===== src/design/sha256_pkg.sv =====
// shared types, constants and round functions for the sha-256 hasher
package sha256_pkg;

    localparam int WORD_BITS  = 32;
    localparam int BLOCK_BITS = 512;
    localparam int NUM_WORDS  = 16;
    localparam int NUM_ROUNDS = 64;
    localparam int NUM_CHAIN  = 8;

    localparam logic [7:0] PAD_BYTE = 8'h80;
    localparam logic [5:0] LEN_POS  = 6'd56;
    localparam logic [5:0] LAST_POS = 6'd63;
    localparam logic [2:0] LAST_IDX = 3'd7;
    localparam logic [5:0] LAST_RND = 6'd63;

    typedef logic [WORD_BITS-1:0] word_t;

    typedef struct packed {
        logic start;
        logic reinit;
    } ctl_t;

    typedef struct packed {
        logic busy;
        logic done;
    } sts_t;

    localparam word_t INIT_WORDS [NUM_CHAIN] = '{
        32'h6a09e667, 32'hbb67ae85, 32'h3c6ef372, 32'ha54ff53a,
        32'h510e527f, 32'h9b05688c, 32'h1f83d9ab, 32'h5be0cd19
    };

    localparam word_t ROUND_K [NUM_ROUNDS] = '{
        32'h428a2f98, 32'h71374491, 32'hb5c0fbcf, 32'he9b5dba5,
        32'h3956c25b, 32'h59f111f1, 32'h923f82a4, 32'hab1c5ed5,
        32'hd807aa98, 32'h12835b01, 32'h243185be, 32'h550c7dc3,
        32'h72be5d74, 32'h80deb1fe, 32'h9bdc06a7, 32'hc19bf174,
        32'he49b69c1, 32'hefbe4786, 32'h0fc19dc6, 32'h240ca1cc,
        32'h2de92c6f, 32'h4a7484aa, 32'h5cb0a9dc, 32'h76f988da,
        32'h983e5152, 32'ha831c66d, 32'hb00327c8, 32'hbf597fc7,
        32'hc6e00bf3, 32'hd5a79147, 32'h06ca6351, 32'h14292967,
        32'h27b70a85, 32'h2e1b2138, 32'h4d2c6dfc, 32'h53380d13,
        32'h650a7354, 32'h766a0abb, 32'h81c2c92e, 32'h92722c85,
        32'ha2bfe8a1, 32'ha81a664b, 32'hc24b8b70, 32'hc76c51a3,
        32'hd192e819, 32'hd6990624, 32'hf40e3585, 32'h106aa070,
        32'h19a4c116, 32'h1e376c08, 32'h2748774c, 32'h34b0bcb5,
        32'h391c0cb3, 32'h4ed8aa98, 32'h5b9cca4f, 32'h682e6ff3,
        32'h748f82ee, 32'h78a5636f, 32'h84c87814, 32'h8cc70208,
        32'h90befffa, 32'ha4506ceb, 32'hbef9a3f7, 32'hc67178f2
    };

    function automatic word_t rotr(word_t x, int n);
        return (x >> n) | (x << (WORD_BITS - n));
    endfunction

    function automatic word_t big_sigma0(word_t x);
        return rotr(x, 2) ^ rotr(x, 13) ^ rotr(x, 22);
    endfunction

    function automatic word_t big_sigma1(word_t x);
        return rotr(x, 6) ^ rotr(x, 11) ^ rotr(x, 25);
    endfunction

    function automatic word_t small_sigma0(word_t x);
        return rotr(x, 7) ^ rotr(x, 18) ^ (x >> 3);
    endfunction

    function automatic word_t small_sigma1(word_t x);
        return rotr(x, 17) ^ rotr(x, 19) ^ (x >> 10);
    endfunction

endpackage


===== src/design/sha256_if.sv =====
// valid/ready channels for message bytes and digest words
interface sha256_in_if;
    logic       valid;
    logic       ready;
    logic [7:0] data_byte;
    logic       last_byte;

    modport source (output valid, data_byte, last_byte, input ready);
    modport sink (input valid, data_byte, last_byte, output ready);
endinterface

interface sha256_out_if;
    logic        valid;
    logic        ready;
    logic [31:0] digest_word;
    logic [2:0]  word_index;
    logic        last_word;

    modport source (output valid, digest_word, word_index, last_word, input ready);
    modport sink (input valid, digest_word, word_index, last_word, output ready);
endinterface


===== src/design/sha256_message_hasher.sv =====
// sha-256 hasher top level: byte intake, padding, sequencing and digest output
//
// Message bytes enter on byte_ch, one per cycle while ready is high; the byte
// flagged last_byte ends the message. Each full 64-byte block runs through
// one shared compression round unit, one round per cycle, and intake pauses
// meanwhile. After the last byte the block adds the 0x80 pad, zeros and the
// 64-bit big-endian bit length, one byte per cycle, then compresses the one
// or two final blocks and sends the eight digest words on digest_ch, word 0
// first, with last_word on the eighth. Intake stays closed until the eighth
// word is taken, and the chaining words return to the initial hash values.
module sha256_message_hasher (
    input  logic          clk,
    input  logic          rst_n,
    sha256_in_if.sink     byte_ch,
    sha256_out_if.source  digest_ch
);
    import sha256_pkg::*;

    typedef enum logic [2:0] {
        ST_IDLE,
        ST_PAD,
        ST_START,
        ST_WAIT,
        ST_OUT
    } state_t;

    state_t                state_reg;
    logic [5:0]            pos_reg;
    logic [63:0]           bits_reg;
    logic                  final_reg;
    logic                  pad80_reg;
    logic                  len_reg;
    logic                  finish_reg;
    logic [2:0]            widx_reg;
    logic [BLOCK_BITS-1:0] block_reg;

    logic       wr_en;
    logic [7:0] wr_byte;
    logic       len_now;
    logic [2:0] len_sel;
    ctl_t       ctl;
    sts_t       sts;
    word_t      chain [NUM_CHAIN];

    sha256_core u_core (
        .clk   (clk),
        .rst_n (rst_n),
        .ctl   (ctl),
        .block (block_reg),
        .sts   (sts),
        .chain (chain)
    );

    assign len_now = pad80_reg && (len_reg || pos_reg == LEN_POS);
    assign len_sel = LAST_IDX - pos_reg[2:0];

    always_comb
    begin
        wr_en   = 1'b0;
        wr_byte = byte_ch.data_byte;
        if (state_reg == ST_IDLE)
        begin
            wr_en = byte_ch.valid;
        end
        else if (state_reg == ST_PAD)
        begin
            wr_en = 1'b1;
            priority if (!pad80_reg)
            begin
                wr_byte = PAD_BYTE;
            end
            else if (len_now)
            begin
                wr_byte = bits_reg[{len_sel, 3'b000} +: 8];
            end
            else
            begin
                wr_byte = 8'h00;
            end
        end
    end

    assign ctl.start  = (state_reg == ST_START);
    assign ctl.reinit = (state_reg == ST_OUT) && digest_ch.ready && (widx_reg == LAST_IDX);

    assign byte_ch.ready         = (state_reg == ST_IDLE);
    assign digest_ch.valid       = (state_reg == ST_OUT);
    assign digest_ch.digest_word = chain[widx_reg];
    assign digest_ch.word_index  = widx_reg;
    assign digest_ch.last_word   = (widx_reg == LAST_IDX);

    // block buffer as a byte shift line, first byte ends up most significant
    always_ff @(posedge clk)
    begin
        if (wr_en)
        begin
            block_reg <= {block_reg[BLOCK_BITS-9:0], wr_byte};
        end
    end

    always_ff @(posedge clk or negedge rst_n)
    begin
        if (!rst_n)
        begin
            state_reg  <= ST_IDLE;
            pos_reg    <= '0;
            bits_reg   <= '0;
            final_reg  <= 1'b0;
            pad80_reg  <= 1'b0;
            len_reg    <= 1'b0;
            finish_reg <= 1'b0;
            widx_reg   <= '0;
        end
        else
        begin
            unique case (state_reg)
                ST_IDLE:
                begin
                    if (byte_ch.valid)
                    begin
                        pos_reg    <= pos_reg + 6'd1;
                        bits_reg   <= bits_reg + 64'd8;
                        final_reg  <= byte_ch.last_byte;
                        pad80_reg  <= 1'b0;
                        len_reg    <= 1'b0;
                        finish_reg <= 1'b0;
                        if (pos_reg == LAST_POS)
                        begin
                            state_reg <= ST_START;
                        end
                        else if (byte_ch.last_byte)
                        begin
                            state_reg <= ST_PAD;
                        end
                    end
                end
                ST_PAD:
                begin
                    pos_reg <= pos_reg + 6'd1;
                    if (!pad80_reg)
                    begin
                        pad80_reg <= 1'b1;
                    end
                    else if (pos_reg == LEN_POS)
                    begin
                        len_reg <= 1'b1;
                    end
                    if (pos_reg == LAST_POS)
                    begin
                        finish_reg <= len_now;
                        state_reg  <= ST_START;
                    end
                end
                ST_START:
                begin
                    state_reg <= ST_WAIT;
                end
                ST_WAIT:
                begin
                    if (sts.done)
                    begin
                        widx_reg <= '0;
                        priority if (finish_reg)
                        begin
                            state_reg <= ST_OUT;
                        end
                        else if (final_reg)
                        begin
                            state_reg <= ST_PAD;
                        end
                        else
                        begin
                            state_reg <= ST_IDLE;
                        end
                    end
                end
                ST_OUT:
                begin
                    if (digest_ch.ready)
                    begin
                        widx_reg <= widx_reg + 3'd1;
                        if (widx_reg == LAST_IDX)
                        begin
                            bits_reg   <= '0;
                            final_reg  <= 1'b0;
                            finish_reg <= 1'b0;
                            state_reg  <= ST_IDLE;
                        end
                    end
                end
                default:
                begin
                    state_reg <= ST_IDLE;
                end
            endcase
        end
    end

`ifndef SYNTHESIS
    a_no_overlap: assert property (@(posedge clk) disable iff (!rst_n)
        !(byte_ch.ready && digest_ch.valid))
        else $error("intake open while digest pending");

    a_start_idle: assert property (@(posedge clk) disable iff (!rst_n)
        ctl.start |-> !sts.busy)
        else $error("compression started while busy");

    a_done_wait: assert property (@(posedge clk) disable iff (!rst_n)
        sts.done |-> state_reg == ST_WAIT)
        else $error("compression finished outside wait");

    a_out_aligned: assert property (@(posedge clk) disable iff (!rst_n)
        $rose(digest_ch.valid) |-> (pos_reg == '0 && widx_reg == '0))
        else $error("digest output without block alignment");
`endif

endmodule


===== src/design/sha256_core.sv =====
// sha-256 compression, one round per cycle, holding the chaining words
module sha256_core (
    input  logic                                  clk,
    input  logic                                  rst_n,
    input  sha256_pkg::ctl_t                      ctl,
    input  logic [sha256_pkg::BLOCK_BITS-1:0]     block,
    output sha256_pkg::sts_t                      sts,
    output sha256_pkg::word_t                     chain [sha256_pkg::NUM_CHAIN]
);
    import sha256_pkg::*;

    typedef enum logic [1:0] {
        C_IDLE,
        C_ROUND,
        C_ADD
    } core_state_t;

    core_state_t state_reg;
    logic [5:0]  round_reg;
    logic        done_reg;
    word_t       chain_reg [NUM_CHAIN];
    word_t       v_reg [NUM_CHAIN];
    word_t       w_reg [NUM_WORDS];

    word_t t1;
    word_t t2;
    word_t ch;
    word_t maj;
    word_t w_next;

    always_comb
    begin
        ch     = (v_reg[4] & v_reg[5]) ^ (~v_reg[4] & v_reg[6]);
        maj    = (v_reg[0] & v_reg[1]) ^ (v_reg[0] & v_reg[2]) ^ (v_reg[1] & v_reg[2]);
        t1     = v_reg[7] + big_sigma1(v_reg[4]) + ch + ROUND_K[round_reg] + w_reg[0];
        t2     = big_sigma0(v_reg[0]) + maj;
        w_next = small_sigma1(w_reg[14]) + w_reg[9] + small_sigma0(w_reg[1]) + w_reg[0];
    end

    always_ff @(posedge clk or negedge rst_n)
    begin
        if (!rst_n)
        begin
            state_reg <= C_IDLE;
            round_reg <= '0;
            done_reg  <= 1'b0;
            for (int i = 0; i < NUM_CHAIN; i++)
            begin
                chain_reg[i] <= INIT_WORDS[i];
            end
        end
        else
        begin
            done_reg <= 1'b0;
            unique case (state_reg)
                C_IDLE:
                begin
                    if (ctl.reinit)
                    begin
                        for (int i = 0; i < NUM_CHAIN; i++)
                        begin
                            chain_reg[i] <= INIT_WORDS[i];
                        end
                    end
                    if (ctl.start)
                    begin
                        round_reg <= '0;
                        state_reg <= C_ROUND;
                    end
                end
                C_ROUND:
                begin
                    round_reg <= round_reg + 6'd1;
                    if (round_reg == LAST_RND)
                    begin
                        state_reg <= C_ADD;
                    end
                end
                C_ADD:
                begin
                    for (int i = 0; i < NUM_CHAIN; i++)
                    begin
                        chain_reg[i] <= chain_reg[i] + v_reg[i];
                    end
                    done_reg  <= 1'b1;
                    state_reg <= C_IDLE;
                end
                default:
                begin
                    state_reg <= C_IDLE;
                end
            endcase
        end
    end

    // working variables and schedule window
    always_ff @(posedge clk)
    begin
        if (state_reg == C_IDLE && ctl.start)
        begin
            for (int i = 0; i < NUM_CHAIN; i++)
            begin
                v_reg[i] <= chain_reg[i];
            end
            for (int i = 0; i < NUM_WORDS; i++)
            begin
                w_reg[i] <= block[BLOCK_BITS-1-WORD_BITS*i -: WORD_BITS];
            end
        end
        else if (state_reg == C_ROUND)
        begin
            v_reg[7] <= v_reg[6];
            v_reg[6] <= v_reg[5];
            v_reg[5] <= v_reg[4];
            v_reg[4] <= v_reg[3] + t1;
            v_reg[3] <= v_reg[2];
            v_reg[2] <= v_reg[1];
            v_reg[1] <= v_reg[0];
            v_reg[0] <= t1 + t2;
            for (int i = 0; i < NUM_WORDS - 1; i++)
            begin
                w_reg[i] <= w_reg[i+1];
            end
            w_reg[NUM_WORDS-1] <= w_next;
        end
    end

    assign sts.busy = (state_reg != C_IDLE);
    assign sts.done = done_reg;

    always_comb
    begin
        for (int i = 0; i < NUM_CHAIN; i++)
        begin
            chain[i] = chain_reg[i];
        end
    end

endmodule

===== src/flat_wrapper.sv =====
// flat-port wrapper written by rule: the top's interface ports become plain ports
module sha256_message_hasher_flat import sha256_pkg::*;
  (clk, rst_n, byte_ch_valid, byte_ch_data_byte, byte_ch_last_byte, byte_ch_ready, digest_ch_valid, digest_ch_digest_word, digest_ch_word_index, digest_ch_last_word, digest_ch_ready);
  sha256_in_if byte_ch_i ();
  sha256_out_if digest_ch_i ();
  input  logic clk;
  input  logic rst_n;
  input wire logic [$bits(byte_ch_i.valid)-1:0] byte_ch_valid;
  input wire logic [$bits(byte_ch_i.data_byte)-1:0] byte_ch_data_byte;
  input wire logic [$bits(byte_ch_i.last_byte)-1:0] byte_ch_last_byte;
  output wire logic [$bits(byte_ch_i.ready)-1:0] byte_ch_ready;
  output wire logic [$bits(digest_ch_i.valid)-1:0] digest_ch_valid;
  output wire logic [$bits(digest_ch_i.digest_word)-1:0] digest_ch_digest_word;
  output wire logic [$bits(digest_ch_i.word_index)-1:0] digest_ch_word_index;
  output wire logic [$bits(digest_ch_i.last_word)-1:0] digest_ch_last_word;
  input wire logic [$bits(digest_ch_i.ready)-1:0] digest_ch_ready;
  assign byte_ch_i.valid = byte_ch_valid;
  assign byte_ch_i.data_byte = byte_ch_data_byte;
  assign byte_ch_i.last_byte = byte_ch_last_byte;
  assign byte_ch_ready = byte_ch_i.ready;
  assign digest_ch_valid = digest_ch_i.valid;
  assign digest_ch_digest_word = digest_ch_i.digest_word;
  assign digest_ch_word_index = digest_ch_i.word_index;
  assign digest_ch_last_word = digest_ch_i.last_word;
  assign digest_ch_i.ready = digest_ch_ready;
  sha256_message_hasher u_core (.clk(clk), .rst_n(rst_n), .byte_ch(byte_ch_i), .digest_ch(digest_ch_i));
endmodule

===== config.mk =====
export PLATFORM = sky130hd
export DESIGN_NAME = sha256_message_hasher_flat
export DESIGN_NICKNAME = d
export VERILOG_FILES = /design/src/design/sha256_pkg.sv /design/src/design/sha256_if.sv /design/src/design/sha256_message_hasher.sv /design/src/design/sha256_core.sv /design/src/flat_wrapper.sv
export SDC_FILE = /design/constraint.sdc
export NUM_CORES = 2
export LEC_CHECK = 0
export BUFFER_PORTS_ARGS = -buffer_cell sky130_fd_sc_hd__buf_2
export CORE_MARGIN = 10
export CORE_UTILIZATION = 45
export CTS_BUF_LIST = sky130_fd_sc_hd__clkbuf_16
export DETAILED_ROUTE_END_ITERATION = 16
export GPL_TIMING_DRIVEN = 0
export SLEW_MARGIN = 10
export SYNTH_ARGS = -nofsm -noshare
export SYNTH_HDL_FRONTEND = slang
export SYNTH_SLANG_ARGS = --single-unit

===== constraint.sdc =====
create_clock -name clk -period 25.2 [get_ports clk]
set_input_delay 1.26 -clock clk [delete_from_list [all_inputs] [get_ports clk]]
set_output_delay 1.26 -clock clk [all_outputs]
set_load 0.005 [all_outputs]

==> results.sh <==
export IMPL_cts_buffers=176
export IMPL_cp_max_fo=12
export IMPL_drc=0
export IMPL_synth_edf_count=1280
export IMPL_core_area_um2=200000
export IMPL_worstPathArrival_ns=13.26
export IMPL_place_gp_congestion=1.01
export IMPL_clk_pin_slew_ns=0.07
export IMPL_cts_setup_buffers=0
export IMPL_clk_latency_ns=0.88
export IMPL_fin_crit_sh_pct=50.2
export IMPL_syn_area_um2=90600
export IMPL_synthArstFlopShare_pct=21.1
export IMPL_cp_slowest_stage_delay_ns=1.01
export IMPL_grt_max_degree=115
export IMPL_hpwl_mm=238
export IMPL_io_buffer_count=50
export IMPL_syn_nets=9295
export IMPL_path_class="reg -> reg"
export IMPL_ant_nets=0
export IMPL_dieHeight_um=469
export IMPL_synth_seq_cells=1622
export IMPL_r2r_start="u_core.u_core.round_reg[1]"
export IMPL_drt_total_wl_mm=316
export IMPL_grt_pass1_wl_mm=455
export IMPL_vias=68500
export IMPL_finalMaxSlewViolations=0
export IMPL_rsz0062_at_grt="false"
export IMPL_avgSynthCellArea_um2=10.4
export IMPL_fmax_mhz=79.0
export IMPL_start_util_pct=45.3
export IMPL_path_delay_family="compound AO/OA/AOI/OAI gates"
export IMPL_fin_ws_ns=12.54
export IMPL_overflow=0
export IMPL_finalHoldViolCount=0
export IMPL_cap_violations=0
export IMPL_yosysWarnings=0
export IMPL_ys_flop_type="edfxtp_1"
export IMPL_ctsHtreeMaxLevel=4
export IMPL_grtUsageTotal_pct=28.2
export IMPL_viasPerCell=5.84
export IMPL_fin_nets=9546
export IMPL_cts_buffer_depth=3
export IMPL_pre_cts_ws_ns=12.93
export IMPL_cp_required_ns=25.80
export IMPL_seq_area_frac_synth_pct=52.1
export IMPL_io_pins=51
export IMPL_endpoint_kind="register"
export IMPL_drtIter0Drc=7675
export IMPL_die_x_um=469
export IMPL_layout_drive_gt1_share_pct=7.12
export IMPL_ctsHoldBuffers=0
export IMPL_cts_tree="built"
export IMPL_critPathLaunch="u_core.u_core.round_reg[1]"
export IMPL_cts_sinks=1622
export IMPL_dr_pass1_iters=9
export IMPL_synth_distinct_cells=93
export IMPL_tightest_slew_ns=1.44
export IMPL_cp_start_kind="register"
export IMPL_cts_root_buffer="clkbuf_16"
export IMPL_syn_instance_count=8687
export IMPL_grt_pass1_vias=66700
export IMPL_hold_class="in -> async"
export IMPL_fp_row_count=164
export IMPL_whs_ns=0.412
export IMPL_setup_viol=0
export IMPL_fp_dieArea_um2=220000
export IMPL_setup_tns_ns=0
export IMPL_fin_worst_skew_ns=0.0815
export IMPL_max_slew_margin_pct=4.13
export IMPL_crit_buf_inv=7
export IMPL_syn2layout_area_growth_pct=10.8
export IMPL_critPathSlowestCell="a31oi_1"
export IMPL_min_period_ns=12.66
export IMPL_wl_per_cell_um=26.9
export IMPL_outcome="completed"
export IMPL_crit_top_cell="a21o_1"
export IMPL_grt_antenna_before_repair=10
export IMPL_cts_resized=0
layout by cell type (no fill, tap or decap), types with 201 or more instances in the layout:
| cell type | n |
|---|---|
| a21o_1 | 201 |
| a21oi_1 | 481 |
| clkbuf_1 | 345 |
| dfrtp_1 | 206 |
| edfxtp_1 | 1280 |
| ha_1 | 400 |
| inv_1 | 395 |
| nand2_1 | 2424 |
| nor2_1 | 399 |
| o21ai_0 | 491 |
| xnor2_1 | 377 |
| xor2_1 | 237 |
synthesized netlist by cell type (all sizes together) (14+ instances only):
master / number / area, um^2
nand2b: 69 / 447
or3: 37 / 231
a22o: 14 / 123
xor2: 237 / 2080
o21ai: 492 / 2460
a211o: 18 / 158
nor2b: 37 / 231
mux2i: 26 / 260
o22a: 16 / 140
dfrtp: 206 / 5150
mux2: 55 / 619
nor3: 93 / 488
a21o: 201 / 1510
nand4: 38 / 244
or2: 15 / 93.8
a31oi: 48 / 300
o21a: 51 / 383
inv: 352 / 1320
and3: 39 / 245
ha: 400 / 5000
buf: 34 / 140
nand2: 2424 / 9100
and2: 17 / 106
a21boi: 16 / 124
a211oi: 34 / 255
dfstp: 136 / 3570
a311oi: 17 / 149
fa: 195 / 3900
mux4: 80 / 1800
o31ai: 34 / 255
nor2: 400 / 1500
nand3: 99 / 500
clkbuf: 361 / 1360
edfxtp: 1280 / 38400
o21bai: 52 / 390
a21oi: 484 / 2430
xnor2: 377 / 3300
o211ai: 29 / 223
metal layers:
layer / vias up / track usage, % / routed length [um]
met4: 0 / 14.6 / 19200
met5: - / 0 / 0
li1: 30700 / - / -
met1: 33900 / 37.9 / 130000
met3: 735 / 5.53 / 26900
met2: 3108 / 43.4 / 140000
path summary, 6_finish.rpt:
| path | endpoint | cells past startpoint | slack [ns] |
|---|---|---|---|
| setup / recovery | u_core.u_core.v_reg[0][31] | 42 | 12.54 |
| hold / removal | u_core.u_core.chain[155] | 1 | 0.41 |
| setup reg to reg | u_core.u_core.v_reg[0][31] | 42 | 12.54 |
| hold reg to reg | u_core.block_reg[409] | 0 | 0.44 |
| max in group asynchronous | u_core.u_core.chain[199] | 3 | 23.28 |
| min in group clk | u_core.block_reg[409] | 0 | 0.44 |
final cells by class:
type,count,area (um^2)
timing repair buffer,73,858
tap,2656,3320
clock inverter,140,1050
buffer,395,1520
multi-input combinational,6317,40600
fill,18100,99700
sequential,1622,47200
antenna,5,12.5
clock buffer,179,4480
inverter,353,1330
cell families after synthesis:
family	synth area share, %
simple gates	15.0
compound gates	11.1
flops	52.1
buf+inv	3.11
xor+xnor	5.94
fa+ha+maj	9.87
mux	2.96
through the flow:
step / area, um^2 / std cells / utilization [%]
detailed placement: 94800 / 11400 / 47.4
CTS: 100000 / 11700 / 50.1
global placement: 94200 / 11400 / 47.1
global route: 100000 / 11700 / 50.1
floorplan: 90600 / 8687 / -
finish: 100000 / 11700 / 50.2
Power is not shown: default switching activity piles up to over one toggle a cycle in this logic, so the estimate is an artifact.
